==> config.mk <==
export PLATFORM = sky130hd
export DESIGN_NAME = vector_distance_metric_unit_top
export DESIGN_NICKNAME = d
export VERILOG_FILES = /design/src/hw/rtl/vdm_pkg.sv /design/src/hw/rtl/vdm_isqrt.sv /design/src/hw/rtl/vdm_div.sv /design/src/hw/rtl/vdm_datapath.sv /design/src/hw/rtl/vdm_ctrl.sv /design/src/hw/rtl/vector_distance_metric_unit_top.sv
export SDC_FILE = /design/constraint.sdc
export NUM_CORES = 2
export LEC_CHECK = 0
export BUFFER_PORTS_ARGS = -buffer_cell sky130_fd_sc_hd__buf_2
export CAP_MARGIN = 20
export CORE_MARGIN = 4
export CORE_UTILIZATION = 40
export DETAILED_ROUTE_END_ITERATION = 10
export GPL_TIMING_DRIVEN = 0
export PLACE_DENSITY = 0.63
export SKIP_CTS_REPAIR_TIMING = 1
export SLEW_MARGIN = 5
export SYNTH_ARGS = -nofsm -noshare
export SYNTH_HDL_FRONTEND = slang
export SYNTH_SLANG_ARGS = --single-unit
==> constraint.sdc <==
create_clock -name i_clk -period 9.8 [get_ports i_clk]
set_input_delay 0.49 -clock i_clk [delete_from_list [all_inputs] [get_ports i_clk]]
set_output_delay 0.49 -clock i_clk [all_outputs]
set_load 0.01 [all_outputs]
==> src/hw/rtl/vdm_pkg.sv <==
// ----------------------------------------------------------------------------
// vdm_pkg
// Shared types and constants for the vector distance metric unit.
// ----------------------------------------------------------------------------
`default_nettype none

package vdm_pkg;

    localparam int COORD_W   = 16;
    localparam int DIST_W    = 58;
    localparam int FRAC_W    = 16;
    // Accumulator widths cover up to 65536 pairs of 16-bit coordinates.
    localparam int DSUM_W    = 49;
    localparam int SQ_W      = 47;
    localparam int DOT_W     = 48;
    localparam int PROD_W    = 2 * SQ_W;
    localparam int ROOT_W    = PROD_W / 2;
    localparam int NUM_W     = SQ_W + FRAC_W;
    localparam int MAX_ELEMS_DEFAULT = 1024;
    localparam logic [FRAC_W:0] ONE_FX = 17'h10000;

    typedef enum logic [2:0] {
        M_EUCLID   = 3'd0,
        M_SQUARED  = 3'd1,
        M_CITY     = 3'd2,
        M_CHEBY    = 3'd3,
        M_COSINE   = 3'd4,
        M_HAMMING  = 3'd5,
        M_JACCARD  = 3'd6,
        M_UNUSED   = 3'd7
    } t_metric;

    typedef enum logic [2:0] {
        S_ACC, S_DRAIN, S_LAUNCH, S_MUL, S_SQRT, S_DIV, S_RES
    } t_vdm_state;

    typedef struct packed {
        logic signed [COORD_W-1:0] coord_a;
        logic signed [COORD_W-1:0] coord_b;
        logic                      last_pair;
    } t_vdm_in;

    typedef struct packed {
        logic [DIST_W-1:0] distance;
        logic              length_overflow;
    } t_vdm_out;

    typedef struct packed {
        logic accept;
        logic mul_start;
        logic sqrt_start;
        logic div_start;
        logic load_out;
    } t_vdm_cmd;

    typedef struct packed {
        t_metric metric;
        logic    cos_zero;
        logic    mul_done;
        logic    sqrt_done;
        logic    div_done;
        logic    out_free;
    } t_vdm_status;

endpackage

`default_nettype wire

==> src/hw/rtl/vdm_isqrt.sv <==
// ----------------------------------------------------------------------------
// vdm_isqrt
// Restoring integer square root, one result bit per cycle.
// ----------------------------------------------------------------------------
`default_nettype none

module vdm_isqrt import vdm_pkg::*; (
    input  wire logic              i_clk,
    input  wire logic              i_rst_n,
    input  wire logic              i_start,
    input  wire logic [PROD_W-1:0] i_radicand,
    output logic                   o_done,
    output logic [ROOT_W-1:0]      o_root
);

    localparam int CW = $clog2(ROOT_W);

    logic [PROD_W-1:0] r_rad;
    logic [ROOT_W+1:0] r_rem;
    logic [ROOT_W-1:0] r_root;
    logic [CW-1:0]     r_cnt;
    logic              r_busy;
    logic              r_done;

    logic [ROOT_W+1:0] n_trem;
    logic [ROOT_W+1:0] n_trial;

    assign n_trem  = {r_rem[ROOT_W-1:0], r_rad[PROD_W-1 -: 2]};
    assign n_trial = {r_root, 2'b01};

    always_ff @(posedge i_clk) begin
        if (!i_rst_n) begin
            r_busy <= 1'b0;
            r_done <= 1'b0;
        end else begin
            r_done <= 1'b0;
            if (i_start) begin
                r_busy <= 1'b1;
            end else if (r_busy && r_cnt == CW'(ROOT_W - 1)) begin
                r_busy <= 1'b0;
                r_done <= 1'b1;
            end
        end
    end

    always_ff @(posedge i_clk) begin
        if (i_start) begin
            r_rad  <= i_radicand;
            r_rem  <= '0;
            r_root <= '0;
            r_cnt  <= '0;
        end else if (r_busy) begin
            r_rad <= {r_rad[PROD_W-3:0], 2'b00};
            r_cnt <= r_cnt + 1'b1;
            if (n_trem >= n_trial) begin
                r_rem  <= n_trem - n_trial;
                r_root <= {r_root[ROOT_W-2:0], 1'b1};
            end else begin
                r_rem  <= n_trem;
                r_root <= {r_root[ROOT_W-2:0], 1'b0};
            end
        end
    end

    assign o_done = r_done;
    assign o_root = r_root;

endmodule

`default_nettype wire

==> src/hw/rtl/vdm_div.sv <==
// ----------------------------------------------------------------------------
// vdm_div
// Restoring unsigned divider, one quotient bit per cycle.
// ----------------------------------------------------------------------------
`default_nettype none

module vdm_div import vdm_pkg::*; (
    input  wire logic              i_clk,
    input  wire logic              i_rst_n,
    input  wire logic              i_start,
    input  wire logic [NUM_W-1:0]  i_num,
    input  wire logic [ROOT_W-1:0] i_den,
    output logic                   o_done,
    output logic [NUM_W-1:0]       o_quot
);

    localparam int CW = $clog2(NUM_W);

    logic [NUM_W-1:0]  r_q;
    logic [ROOT_W:0]   r_rem;
    logic [ROOT_W-1:0] r_den;
    logic [CW-1:0]     r_cnt;
    logic              r_busy;
    logic              r_done;

    logic [ROOT_W:0]   n_trem;

    assign n_trem = {r_rem[ROOT_W-1:0], r_q[NUM_W-1]};

    always_ff @(posedge i_clk) begin
        if (!i_rst_n) begin
            r_busy <= 1'b0;
            r_done <= 1'b0;
        end else begin
            r_done <= 1'b0;
            if (i_start) begin
                r_busy <= 1'b1;
            end else if (r_busy && r_cnt == CW'(NUM_W - 1)) begin
                r_busy <= 1'b0;
                r_done <= 1'b1;
            end
        end
    end

    // The quotient bits shift in behind the numerator bits as they are used.
    always_ff @(posedge i_clk) begin
        if (i_start) begin
            r_q   <= i_num;
            r_den <= i_den;
            r_rem <= '0;
            r_cnt <= '0;
        end else if (r_busy) begin
            r_cnt <= r_cnt + 1'b1;
            if (n_trem >= {1'b0, r_den}) begin
                r_rem <= n_trem - {1'b0, r_den};
                r_q   <= {r_q[NUM_W-2:0], 1'b1};
            end else begin
                r_rem <= n_trem;
                r_q   <= {r_q[NUM_W-2:0], 1'b0};
            end
        end
    end

    assign o_done = r_done;
    assign o_quot = r_q;

endmodule

`default_nettype wire

==> src/hw/rtl/vdm_datapath.sv <==
// ----------------------------------------------------------------------------
// vdm_datapath
// Product stage, accumulators, serial multiplier, root and divide units,
// result formatting and the output register.
// ----------------------------------------------------------------------------
`default_nettype none

module vdm_datapath import vdm_pkg::*; #(
    parameter int MAX_ELEMS = MAX_ELEMS_DEFAULT
) (
    input  wire logic        i_clk,
    input  wire logic        i_rst_n,
    input  wire t_vdm_cmd    i_cmd,
    output t_vdm_status      o_status,
    input  wire t_vdm_in     i_in,
    input  wire logic        i_cfg_we,
    input  wire logic [2:0]  i_cfg_data,
    output logic             o_out_valid,
    input  wire logic        i_out_stall,
    output t_vdm_out         o_out
);

    localparam int CNT_W = $clog2(MAX_ELEMS + 2);
    localparam int MCW   = $clog2(SQ_W);

    t_metric r_metric;

    // Product stage.
    logic              r_p_valid;
    logic [31:0]       r_p_dterm;
    logic [15:0]       r_p_ad;
    logic signed [31:0] r_p_prod;
    logic [31:0]       r_p_asq;
    logic [31:0]       r_p_bsq;
    logic              r_p_mis;
    logic              r_p_nz;

    // Accumulators.
    logic [DSUM_W-1:0] r_dsum;
    logic [DOT_W-1:0]  r_dot;
    logic [SQ_W-1:0]   r_asq;
    logic [SQ_W-1:0]   r_bsq;
    logic [15:0]       r_maxd;
    logic [CNT_W-1:0]  r_mis;
    logic [CNT_W-1:0]  r_nz;
    logic [CNT_W-1:0]  r_pairs;

    // Serial multiplier.
    logic [PROD_W-1:0] r_m_acc;
    logic [PROD_W-1:0] r_m_cand;
    logic [SQ_W-1:0]   r_m_plier;
    logic [MCW-1:0]    r_m_cnt;
    logic              r_m_busy;
    logic              r_m_done;

    logic              r_out_valid;
    t_vdm_out          r_out;

    logic signed [16:0] n_diff;
    logic [16:0]        n_ad;
    logic [16:0]        n_aa;
    logic [16:0]        n_ab;
    logic               n_xa;
    logic               n_xb;
    logic [PROD_W-1:0]  n_rad;
    logic [ROOT_W-1:0]  n_root;
    logic               n_sqrt_done;
    logic [NUM_W-1:0]   n_num;
    logic [ROOT_W-1:0]  n_den;
    logic [NUM_W-1:0]   n_quot;
    logic               n_div_done;
    logic [DOT_W-1:0]   n_dot_abs;
    logic [FRAC_W:0]    n_qc;
    logic [CNT_W-1:0]   n_n;
    logic [DIST_W-1:0]  n_dist;
    logic               n_out_free;

    always_comb begin
        n_diff = {i_in.coord_a[COORD_W-1], i_in.coord_a}
               - {i_in.coord_b[COORD_W-1], i_in.coord_b};
        n_ad   = n_diff[16] ? 17'(-n_diff) : 17'(n_diff);
        n_aa   = i_in.coord_a[COORD_W-1] ? 17'(-{1'b1, i_in.coord_a})
                                         : {1'b0, i_in.coord_a};
        n_ab   = i_in.coord_b[COORD_W-1] ? 17'(-{1'b1, i_in.coord_b})
                                         : {1'b0, i_in.coord_b};
        n_xa   = i_in.coord_a != '0;
        n_xb   = i_in.coord_b != '0;
    end

    always_ff @(posedge i_clk) begin
        if (!i_rst_n) begin
            r_metric <= M_EUCLID;
        end else if (i_cfg_we) begin
            r_metric <= t_metric'(i_cfg_data);
        end
    end

    always_ff @(posedge i_clk) begin
        if (!i_rst_n) begin
            r_p_valid <= 1'b0;
        end else begin
            r_p_valid <= i_cmd.accept && (r_pairs < CNT_W'(MAX_ELEMS));
        end
    end

    always_ff @(posedge i_clk) begin
        if (i_cmd.accept) begin
            r_p_ad    <= n_ad[15:0];
            r_p_dterm <= (r_metric == M_CITY) ? {16'b0, n_ad[15:0]}
                                              : n_ad[15:0] * n_ad[15:0];
            r_p_prod  <= i_in.coord_a * i_in.coord_b;
            r_p_asq   <= n_aa[15:0] * n_aa[15:0];
            r_p_bsq   <= n_ab[15:0] * n_ab[15:0];
            if (r_metric == M_JACCARD) begin
                r_p_mis <= n_xa != n_xb;
                r_p_nz  <= n_xa || n_xb;
            end else begin
                r_p_mis <= i_in.coord_a != i_in.coord_b;
                r_p_nz  <= 1'b0;
            end
        end
    end

    always_ff @(posedge i_clk) begin
        if (!i_rst_n || i_cmd.load_out) begin
            r_dsum  <= '0;
            r_dot   <= '0;
            r_asq   <= '0;
            r_bsq   <= '0;
            r_maxd  <= '0;
            r_mis   <= '0;
            r_nz    <= '0;
            r_pairs <= '0;
        end else begin
            if (i_cmd.accept) begin
                if (r_pairs < CNT_W'(MAX_ELEMS)) begin
                    r_pairs <= r_pairs + 1'b1;
                end else begin
                    r_pairs <= CNT_W'(MAX_ELEMS + 1);
                end
            end
            if (r_p_valid) begin
                r_dsum <= r_dsum + DSUM_W'(r_p_dterm);
                r_dot  <= r_dot + {{(DOT_W-32){r_p_prod[31]}}, r_p_prod};
                r_asq  <= r_asq + SQ_W'(r_p_asq);
                r_bsq  <= r_bsq + SQ_W'(r_p_bsq);
                if (r_p_ad > r_maxd) begin
                    r_maxd <= r_p_ad;
                end
                r_mis <= r_mis + CNT_W'(r_p_mis);
                r_nz  <= r_nz + CNT_W'(r_p_nz);
            end
        end
    end

    // Shift-and-add product of the two square sums for the cosine norm.
    always_ff @(posedge i_clk) begin
        if (!i_rst_n) begin
            r_m_busy <= 1'b0;
            r_m_done <= 1'b0;
        end else begin
            r_m_done <= 1'b0;
            if (i_cmd.mul_start) begin
                r_m_busy <= 1'b1;
            end else if (r_m_busy && r_m_cnt == MCW'(SQ_W - 1)) begin
                r_m_busy <= 1'b0;
                r_m_done <= 1'b1;
            end
        end
    end

    always_ff @(posedge i_clk) begin
        if (i_cmd.mul_start) begin
            r_m_acc   <= '0;
            r_m_cand  <= PROD_W'(r_asq);
            r_m_plier <= r_bsq;
            r_m_cnt   <= '0;
        end else if (r_m_busy) begin
            if (r_m_plier[0]) begin
                r_m_acc <= r_m_acc + r_m_cand;
            end
            r_m_cand  <= {r_m_cand[PROD_W-2:0], 1'b0};
            r_m_plier <= {1'b0, r_m_plier[SQ_W-1:1]};
            r_m_cnt   <= r_m_cnt + 1'b1;
        end
    end

    assign n_rad = (r_metric == M_COSINE) ? r_m_acc
                                          : PROD_W'({r_dsum, 32'b0});

    vdm_isqrt u_isqrt (
        .i_clk      (i_clk),
        .i_rst_n    (i_rst_n),
        .i_start    (i_cmd.sqrt_start),
        .i_radicand (n_rad),
        .o_done     (n_sqrt_done),
        .o_root     (n_root)
    );

    assign n_dot_abs = r_dot[DOT_W-1] ? DOT_W'(-r_dot) : r_dot;

    always_comb begin
        case (r_metric)
            M_COSINE: begin
                n_num = {n_dot_abs[SQ_W-1:0], 16'b0};
                n_den = n_root;
            end
            M_JACCARD: begin
                n_num = NUM_W'({r_mis, 16'b0});
                n_den = ROOT_W'(r_nz);
            end
            default: begin
                n_num = NUM_W'({r_mis, 16'b0});
                n_den = ROOT_W'(n_n);
            end
        endcase
    end

    vdm_div u_div (
        .i_clk   (i_clk),
        .i_rst_n (i_rst_n),
        .i_start (i_cmd.div_start),
        .i_num   (n_num),
        .i_den   (n_den),
        .o_done  (n_div_done),
        .o_quot  (n_quot)
    );

    assign n_n  = (r_pairs > CNT_W'(MAX_ELEMS)) ? CNT_W'(MAX_ELEMS) : r_pairs;
    assign n_qc = (n_quot > NUM_W'(ONE_FX)) ? ONE_FX : n_quot[FRAC_W:0];

    always_comb begin
        case (r_metric)
            M_EUCLID: n_dist = DIST_W'(n_root);
            M_SQUARED, M_CITY: begin
                if (r_dsum > DSUM_W'({(DIST_W-FRAC_W){1'b1}})) begin
                    n_dist = '1;
                end else begin
                    n_dist = DIST_W'({r_dsum, 16'b0});
                end
            end
            M_CHEBY: n_dist = DIST_W'({r_maxd, 16'b0});
            M_COSINE: begin
                if (r_asq == '0 || r_bsq == '0) begin
                    n_dist = DIST_W'(ONE_FX);
                end else if (r_dot[DOT_W-1]) begin
                    n_dist = DIST_W'(ONE_FX) + DIST_W'(n_qc);
                end else begin
                    n_dist = DIST_W'(ONE_FX) - DIST_W'(n_qc);
                end
            end
            M_HAMMING: n_dist = (n_n == '0) ? '0 : DIST_W'(n_quot);
            M_JACCARD: n_dist = (r_nz == '0) ? '0 : DIST_W'(n_quot);
            default:   n_dist = '0;
        endcase
    end

    assign n_out_free = !r_out_valid || !i_out_stall;

    always_ff @(posedge i_clk) begin
        if (!i_rst_n) begin
            r_out_valid <= 1'b0;
        end else if (i_cmd.load_out) begin
            r_out_valid <= 1'b1;
        end else if (!i_out_stall) begin
            r_out_valid <= 1'b0;
        end
    end

    always_ff @(posedge i_clk) begin
        if (i_cmd.load_out) begin
            r_out.distance        <= n_dist;
            r_out.length_overflow <= r_pairs > CNT_W'(MAX_ELEMS);
        end
    end

    assign o_status.metric    = r_metric;
    assign o_status.cos_zero  = (r_asq == '0) || (r_bsq == '0);
    assign o_status.mul_done  = r_m_done;
    assign o_status.sqrt_done = n_sqrt_done;
    assign o_status.div_done  = n_div_done;
    assign o_status.out_free  = n_out_free;
    assign o_out_valid        = r_out_valid;
    assign o_out              = r_out;

endmodule

`default_nettype wire

==> src/hw/rtl/vdm_ctrl.sv <==
// ----------------------------------------------------------------------------
// vdm_ctrl
// Sequencer: accumulate phase, then the finishing steps of the chosen metric.
// ----------------------------------------------------------------------------
`default_nettype none

module vdm_ctrl import vdm_pkg::*; (
    input  wire logic        i_clk,
    input  wire logic        i_rst_n,
    input  wire logic        i_in_valid,
    input  wire logic        i_last_pair,
    output logic             o_in_stall,
    input  wire t_vdm_status i_status,
    output t_vdm_cmd         o_cmd
);

    t_vdm_state r_state;
    t_vdm_state n_state;
    logic       n_accept;

    assign n_accept = i_in_valid && (r_state == S_ACC);

    always_ff @(posedge i_clk) begin
        if (!i_rst_n) begin
            r_state <= S_ACC;
        end else begin
            r_state <= n_state;
        end
    end

    always_comb begin
        n_state = r_state;
        unique case (r_state)
            S_ACC:    if (n_accept && i_last_pair) n_state = S_DRAIN;
            S_DRAIN:  n_state = S_LAUNCH;
            S_LAUNCH: begin
                case (i_status.metric)
                    M_EUCLID:             n_state = S_SQRT;
                    M_COSINE:             n_state = i_status.cos_zero ? S_RES : S_MUL;
                    M_HAMMING, M_JACCARD: n_state = S_DIV;
                    default:              n_state = S_RES;
                endcase
            end
            S_MUL:    if (i_status.mul_done) n_state = S_SQRT;
            S_SQRT: begin
                if (i_status.sqrt_done) begin
                    n_state = (i_status.metric == M_COSINE) ? S_DIV : S_RES;
                end
            end
            S_DIV:    if (i_status.div_done) n_state = S_RES;
            S_RES:    if (i_status.out_free) n_state = S_ACC;
            default:  n_state = S_ACC;
        endcase
    end

    always_comb begin
        o_in_stall       = r_state != S_ACC;
        o_cmd.accept     = n_accept;
        o_cmd.mul_start  = (r_state == S_LAUNCH) && (i_status.metric == M_COSINE)
                         && !i_status.cos_zero;
        o_cmd.sqrt_start = ((r_state == S_LAUNCH) && (i_status.metric == M_EUCLID))
                         || ((r_state == S_MUL) && i_status.mul_done);
        o_cmd.div_start  = ((r_state == S_LAUNCH)
                            && (i_status.metric == M_HAMMING
                                || i_status.metric == M_JACCARD))
                         || ((r_state == S_SQRT) && i_status.sqrt_done
                             && (i_status.metric == M_COSINE));
        o_cmd.load_out   = (r_state == S_RES) && i_status.out_free;
    end

endmodule

`default_nettype wire

==> src/hw/rtl/vector_distance_metric_unit_top.sv <==
// ----------------------------------------------------------------------------
// vector_distance_metric_unit_top
// Distance between two vectors streamed one coordinate pair per beat.
// ----------------------------------------------------------------------------
// Each input beat carries one pair of matching signed coordinates and a flag
// on the last pair. Pairs are taken one per cycle while the vector streams in;
// a two-stage product/accumulate path keeps the running sums.
// After the last pair the block stalls its input while it finishes: a drain
// state and a launch state, then the metric's iterative work: the square root,
// the divider, and for cosine a serial multiply before both.
// The next pair can be taken in the cycle after the result is loaded.
// The result beat sits in an output register. A stalled receiver holds it
// there, and the block goes back to taking pairs; it stalls again only if the
// next result is ready while the previous one is still waiting.
// Reset (synchronous, active low) selects the Euclidean metric, clears all
// accumulators and empties the output register.
// The metric register is written through its own valid/ready port, which is
// always ready; it is meant to change only while the block is idle.
// Pairs beyond MAX_ELEMS are not accumulated; they set the length overflow flag.
// ----------------------------------------------------------------------------
`default_nettype none

module vector_distance_metric_unit_top import vdm_pkg::*; #(
    parameter int MAX_ELEMS = MAX_ELEMS_DEFAULT
) (
    input  wire logic       i_clk,
    input  wire logic       i_rst_n,
    input  wire logic       i_in_valid,
    output logic            o_in_stall,
    input  wire t_vdm_in    i_in,
    output logic            o_out_valid,
    input  wire logic       i_out_stall,
    output t_vdm_out        o_out,
    input  wire logic       i_cfg_valid,
    output logic            o_cfg_ready,
    input  wire logic [2:0] i_cfg_data
);

    t_vdm_cmd    w_cmd;
    t_vdm_status w_status;

    // The metric register can always take a write.
    assign o_cfg_ready = 1'b1;

    vdm_ctrl u_ctrl (
        .i_clk       (i_clk),
        .i_rst_n     (i_rst_n),
        .i_in_valid  (i_in_valid),
        .i_last_pair (i_in.last_pair),
        .o_in_stall  (o_in_stall),
        .i_status    (w_status),
        .o_cmd       (w_cmd)
    );

    vdm_datapath #(
        .MAX_ELEMS (MAX_ELEMS)
    ) u_datapath (
        .i_clk       (i_clk),
        .i_rst_n     (i_rst_n),
        .i_cmd       (w_cmd),
        .o_status    (w_status),
        .i_in        (i_in),
        .i_cfg_we    (i_cfg_valid),
        .i_cfg_data  (i_cfg_data),
        .o_out_valid (o_out_valid),
        .i_out_stall (i_out_stall),
        .o_out       (o_out)
    );

endmodule

`default_nettype wire

==> results.toml <==
[outcome]
outcome = "finished, final reports clean"

[worst_setup_path]
slowest_stage = "fa_1"
crit_type = "in2reg"
max_stage_delay_ns = 0.58
startpoint = "i_in[17]"
critPathArrivalTime_ns = 9.89
worst-path-stages = 38
crit_buf_inv = 8
worstSetupEndpointType = "flip-flop"
rrSetupSlack_ns = 4.27
reg2reg_from = "u_datapath.u_div.o_quot[2]"
r2r-end = "u_datapath.o_out[7]"
startpoint_type = "primary input"
crit_top_cell = "fa_1"
endpoint = "u_datapath.r_p_dterm[28]"
rr_worst_depth = 14
critPathTopFamily = "adder cells"
cp_data_required_time_ns = 10.26
cp_max_fo = 11

[floorplan]
core_region_area_sq_mm = 0.2328
die_x_microns = 491.8
io-pin-count = 103
num_rows = 177
die_area_sq_mm = 0.2419
die_h_microns = 491.8
start_util_pct = 40.22

[synth]
synth-seq-area-share_pct = 27.88
yosysUniqueCellTypes = 96
syn-cell-area_sq_mm = 0.09363
ys_async_sr_fraction_pct = 0
synthFlopType = "dfxtp_1"
synth_warnings = 0
synth-edff-count = 500
syn_area_per_cell_sq_um = 8.869
ys_ff_latch = 1054
synthCells = 10556

[sta]
relSlewSlack_pct = 15.51
worst_slew_pin_slew_ns = 1.267
slew_violations = 0
period_minus_slack_ns = 9.428
skew_ns = 0.08220
clock.fmax_mhz = 106.1
tns_ns = 0
report.final.hold_viol_count = 0
min_period_over_period_pct = 96.21
setup_viol = 0

[detailed_routing]
post-route-drc-count = 0
drtAntennaViolNets = 0
vias = 77252
drtIter0Drc = 5840
detail_route.wl_per_cell_microns = 21.74
routed_wl_microns = 306600
drt-pass1-iter-count = 8
viasPerCell = 5.480

[cts]
cts_tree = "yes"
cts-root-buf = "clkbuf_16"
cts_max_path_buffers = 3
cts_sinks = 1054
clk-insertion-delay-late_ns = 0.80
cts_made_buffers = 115
htreeDepth = 3
cts.clk_slew.worst_paths_ns = 0.06

[flow_run]
cap_violations = 0

[final_layout]
final_cells = 14098
finalCoreUtilization_pct = 44.36
syn_to_final_growth_pct = 10.27
drive_gt1_share_pct = 4.617
nets = 12423

[global_route]
grt_pass1_vias = 76913
grt_antenna_before_repair = 17
grt_pass1_wl_microns = 465500
groute.usage.overall_pct = 24.71
grt_overflow = 0
grt_max_degree = 70

[min_path]
min_path_type = "in2reg"

[placement]
io_buffers = 101
place.gp.congestion = 1.005
dp.cells = 13838
hpwl_microns = 248600
-- Yosys cell counts, drive strengths merged, types with 24 or more instances --
master | instances | share of area, %
a211oi | 101 | 0.82
dfxtp | 554 | 12
o21bai | 95 | 0.76
xnor2 | 338 | 3.2
nor2b | 70 | 0.47
a21oi | 664 | 3.5
mux2i | 344 | 3.7
a21o | 253 | 2.0
or3 | 66 | 0.44
inv | 1251 | 5.0
nand3 | 188 | 1.0
o21ai | 479 | 2.6
nor3 | 166 | 0.89
xor2 | 213 | 2.0
nand4 | 106 | 0.71
and2 | 121 | 0.81
edfxtp | 500 | 16
clkbuf | 409 | 1.6
o211ai | 37 | 0.30
nand2b | 84 | 0.56
nor4 | 70 | 0.47
and3 | 85 | 0.57
a22o | 43 | 0.40
buf | 50 | 0.22
o21a | 59 | 0.47
a31oi | 75 | 0.51
nor2 | 951 | 3.8
fa | 759 | 16
nand2 | 1221 | 4.9
or2 | 24 | 0.16
o31ai | 46 | 0.38
ha | 766 | 10
-- cells in the final DEF, fill, tap and decap left out, drive strengths merged, types with 85 or more instances in the layout --
cell type     n
dfxtp       554
ha          766
mux2i       344
inv        1254
a21oi       664
nand2      1221
a211oi      101
nand3       188
xnor2       338
and2        121
o21bai       95
o21ai       479
nand4       106
and3         85
xor2        213
buf         213
clkbuf      547
a21o        253
nor3        166
nor2        951
edfxtp      500
fa          759
-- flip-flops by register name, indices dropped and copies added (netlist names), 16 cells and up --
signal,count
u_datapath.r_m_acc,94
u_datapath.r_m_cand,94
u_datapath.u_isqrt.r_rad,94
u_datapath.u_div.o_quot,63
u_datapath.o_out,59
u_datapath.r_dsum,49
u_datapath.r_dot,48
u_datapath.r_asq,47
u_datapath.r_bsq,47
u_datapath.r_m_plier,47
u_datapath.u_div.r_den,47
u_datapath.u_div.r_rem,47
u_datapath.u_isqrt.o_root,47
u_datapath.u_isqrt.r_rem,47
u_datapath.r_p_prod,32
u_datapath.r_p_asq,31
u_datapath.r_p_bsq,31
u_datapath.r_p_dterm,31
u_datapath.r_maxd,16
u_datapath.r_p_ad,16
-- layout make-up --
cell class              count  area [sq um]
well taps                3132          3919
multi-input cells        7796         61440
diodes                      6         15.01
clock inverters            78         883.3
flip-flops and latches   1054         26110
repair buffers            165          1217
clock buffers             142          3090
plain buffers             453          1767
inverters                1271          4800
repair inverters            1         5.005
fillers                 22640        129500
-- metrics by stage --
step / area [sq um] / hold WS, ns / setup WS, ns
CTS: 102500 / -0.02779 / -1.174
floorplan: 93720 / 0.4337 / 0.4460
finish: 103200 / 0.02724 / 0.3718
detailed placement: 98570 / 0.4618 / -1.971
global route: 103200 / 0.01030 / -0.03548
global placement: 98140 / 0.4550 / -2.391
-- worst register-to-register path: cells and delay by family (launching register included) --
kind	cells	cell delay (ns)
adder cells (fa/ha/maj)	1	0.36
AO/OA/AOI/OAI	4	1.52
buffers and inverters	3	0.96
AND/OR/NAND/NOR	6	1.89
flip-flops	1	0.50
-- layer usage --
metal  share of wire, %  global-route usage [%]  up-vias
li1                   -                       -    36397
met4                5.8                   12.33        2
met3                5.9                   2.890      617
met2                 46                   40.41     2487
met5             0.0042                       0        -
met1                 43                   32.41    37749
-- cell families (layout without fill, tap and decap cells) --
logic type               count (synthesis)  after routing  share of synthesized area (%)
adder cells (fa/ha/maj)               1525           1525                          26.47
AND/OR/NAND/NOR                       3245           3245                          15.61
multiplexers                           349            349                          3.738
XOR/XNOR                               552            552                          5.203
AO/OA/AOI/OAI                         2099           2099                          14.14
flip-flops                            1054           1054                          27.88
buffers and inverters                 1730           2110                          6.955
other                                    2             32                       0.008021
-- how the worst min path moves through the flow --
| stage | from | to | slack (ns) | cells after the start |
|---|---|---|---|---|
| floorplan | u_datapath.u_div.r_rem[46] | u_datapath.u_div.r_rem[46] | 0.43 | 2 |
| global placement | u_datapath.u_isqrt.r_rem[46] | u_datapath.u_isqrt.r_rem[46] | 0.45 | 1 |
| detailed placement | u_datapath.u_isqrt.r_rem[46] | u_datapath.u_isqrt.r_rem[46] | 0.46 | 1 |
| CTS | i_out_stall | u_datapath.o_out_valid | -0.03 | 3 |
| global route | i_out_stall | u_datapath.o_out_valid | 0.01 | 3 |
| finish | i_out_stall | u_datapath.o_out_valid | 0.03 | 3 |
Power is not shown: default switching activity piles up to over one toggle a cycle in this logic, so the estimate is an artifact.
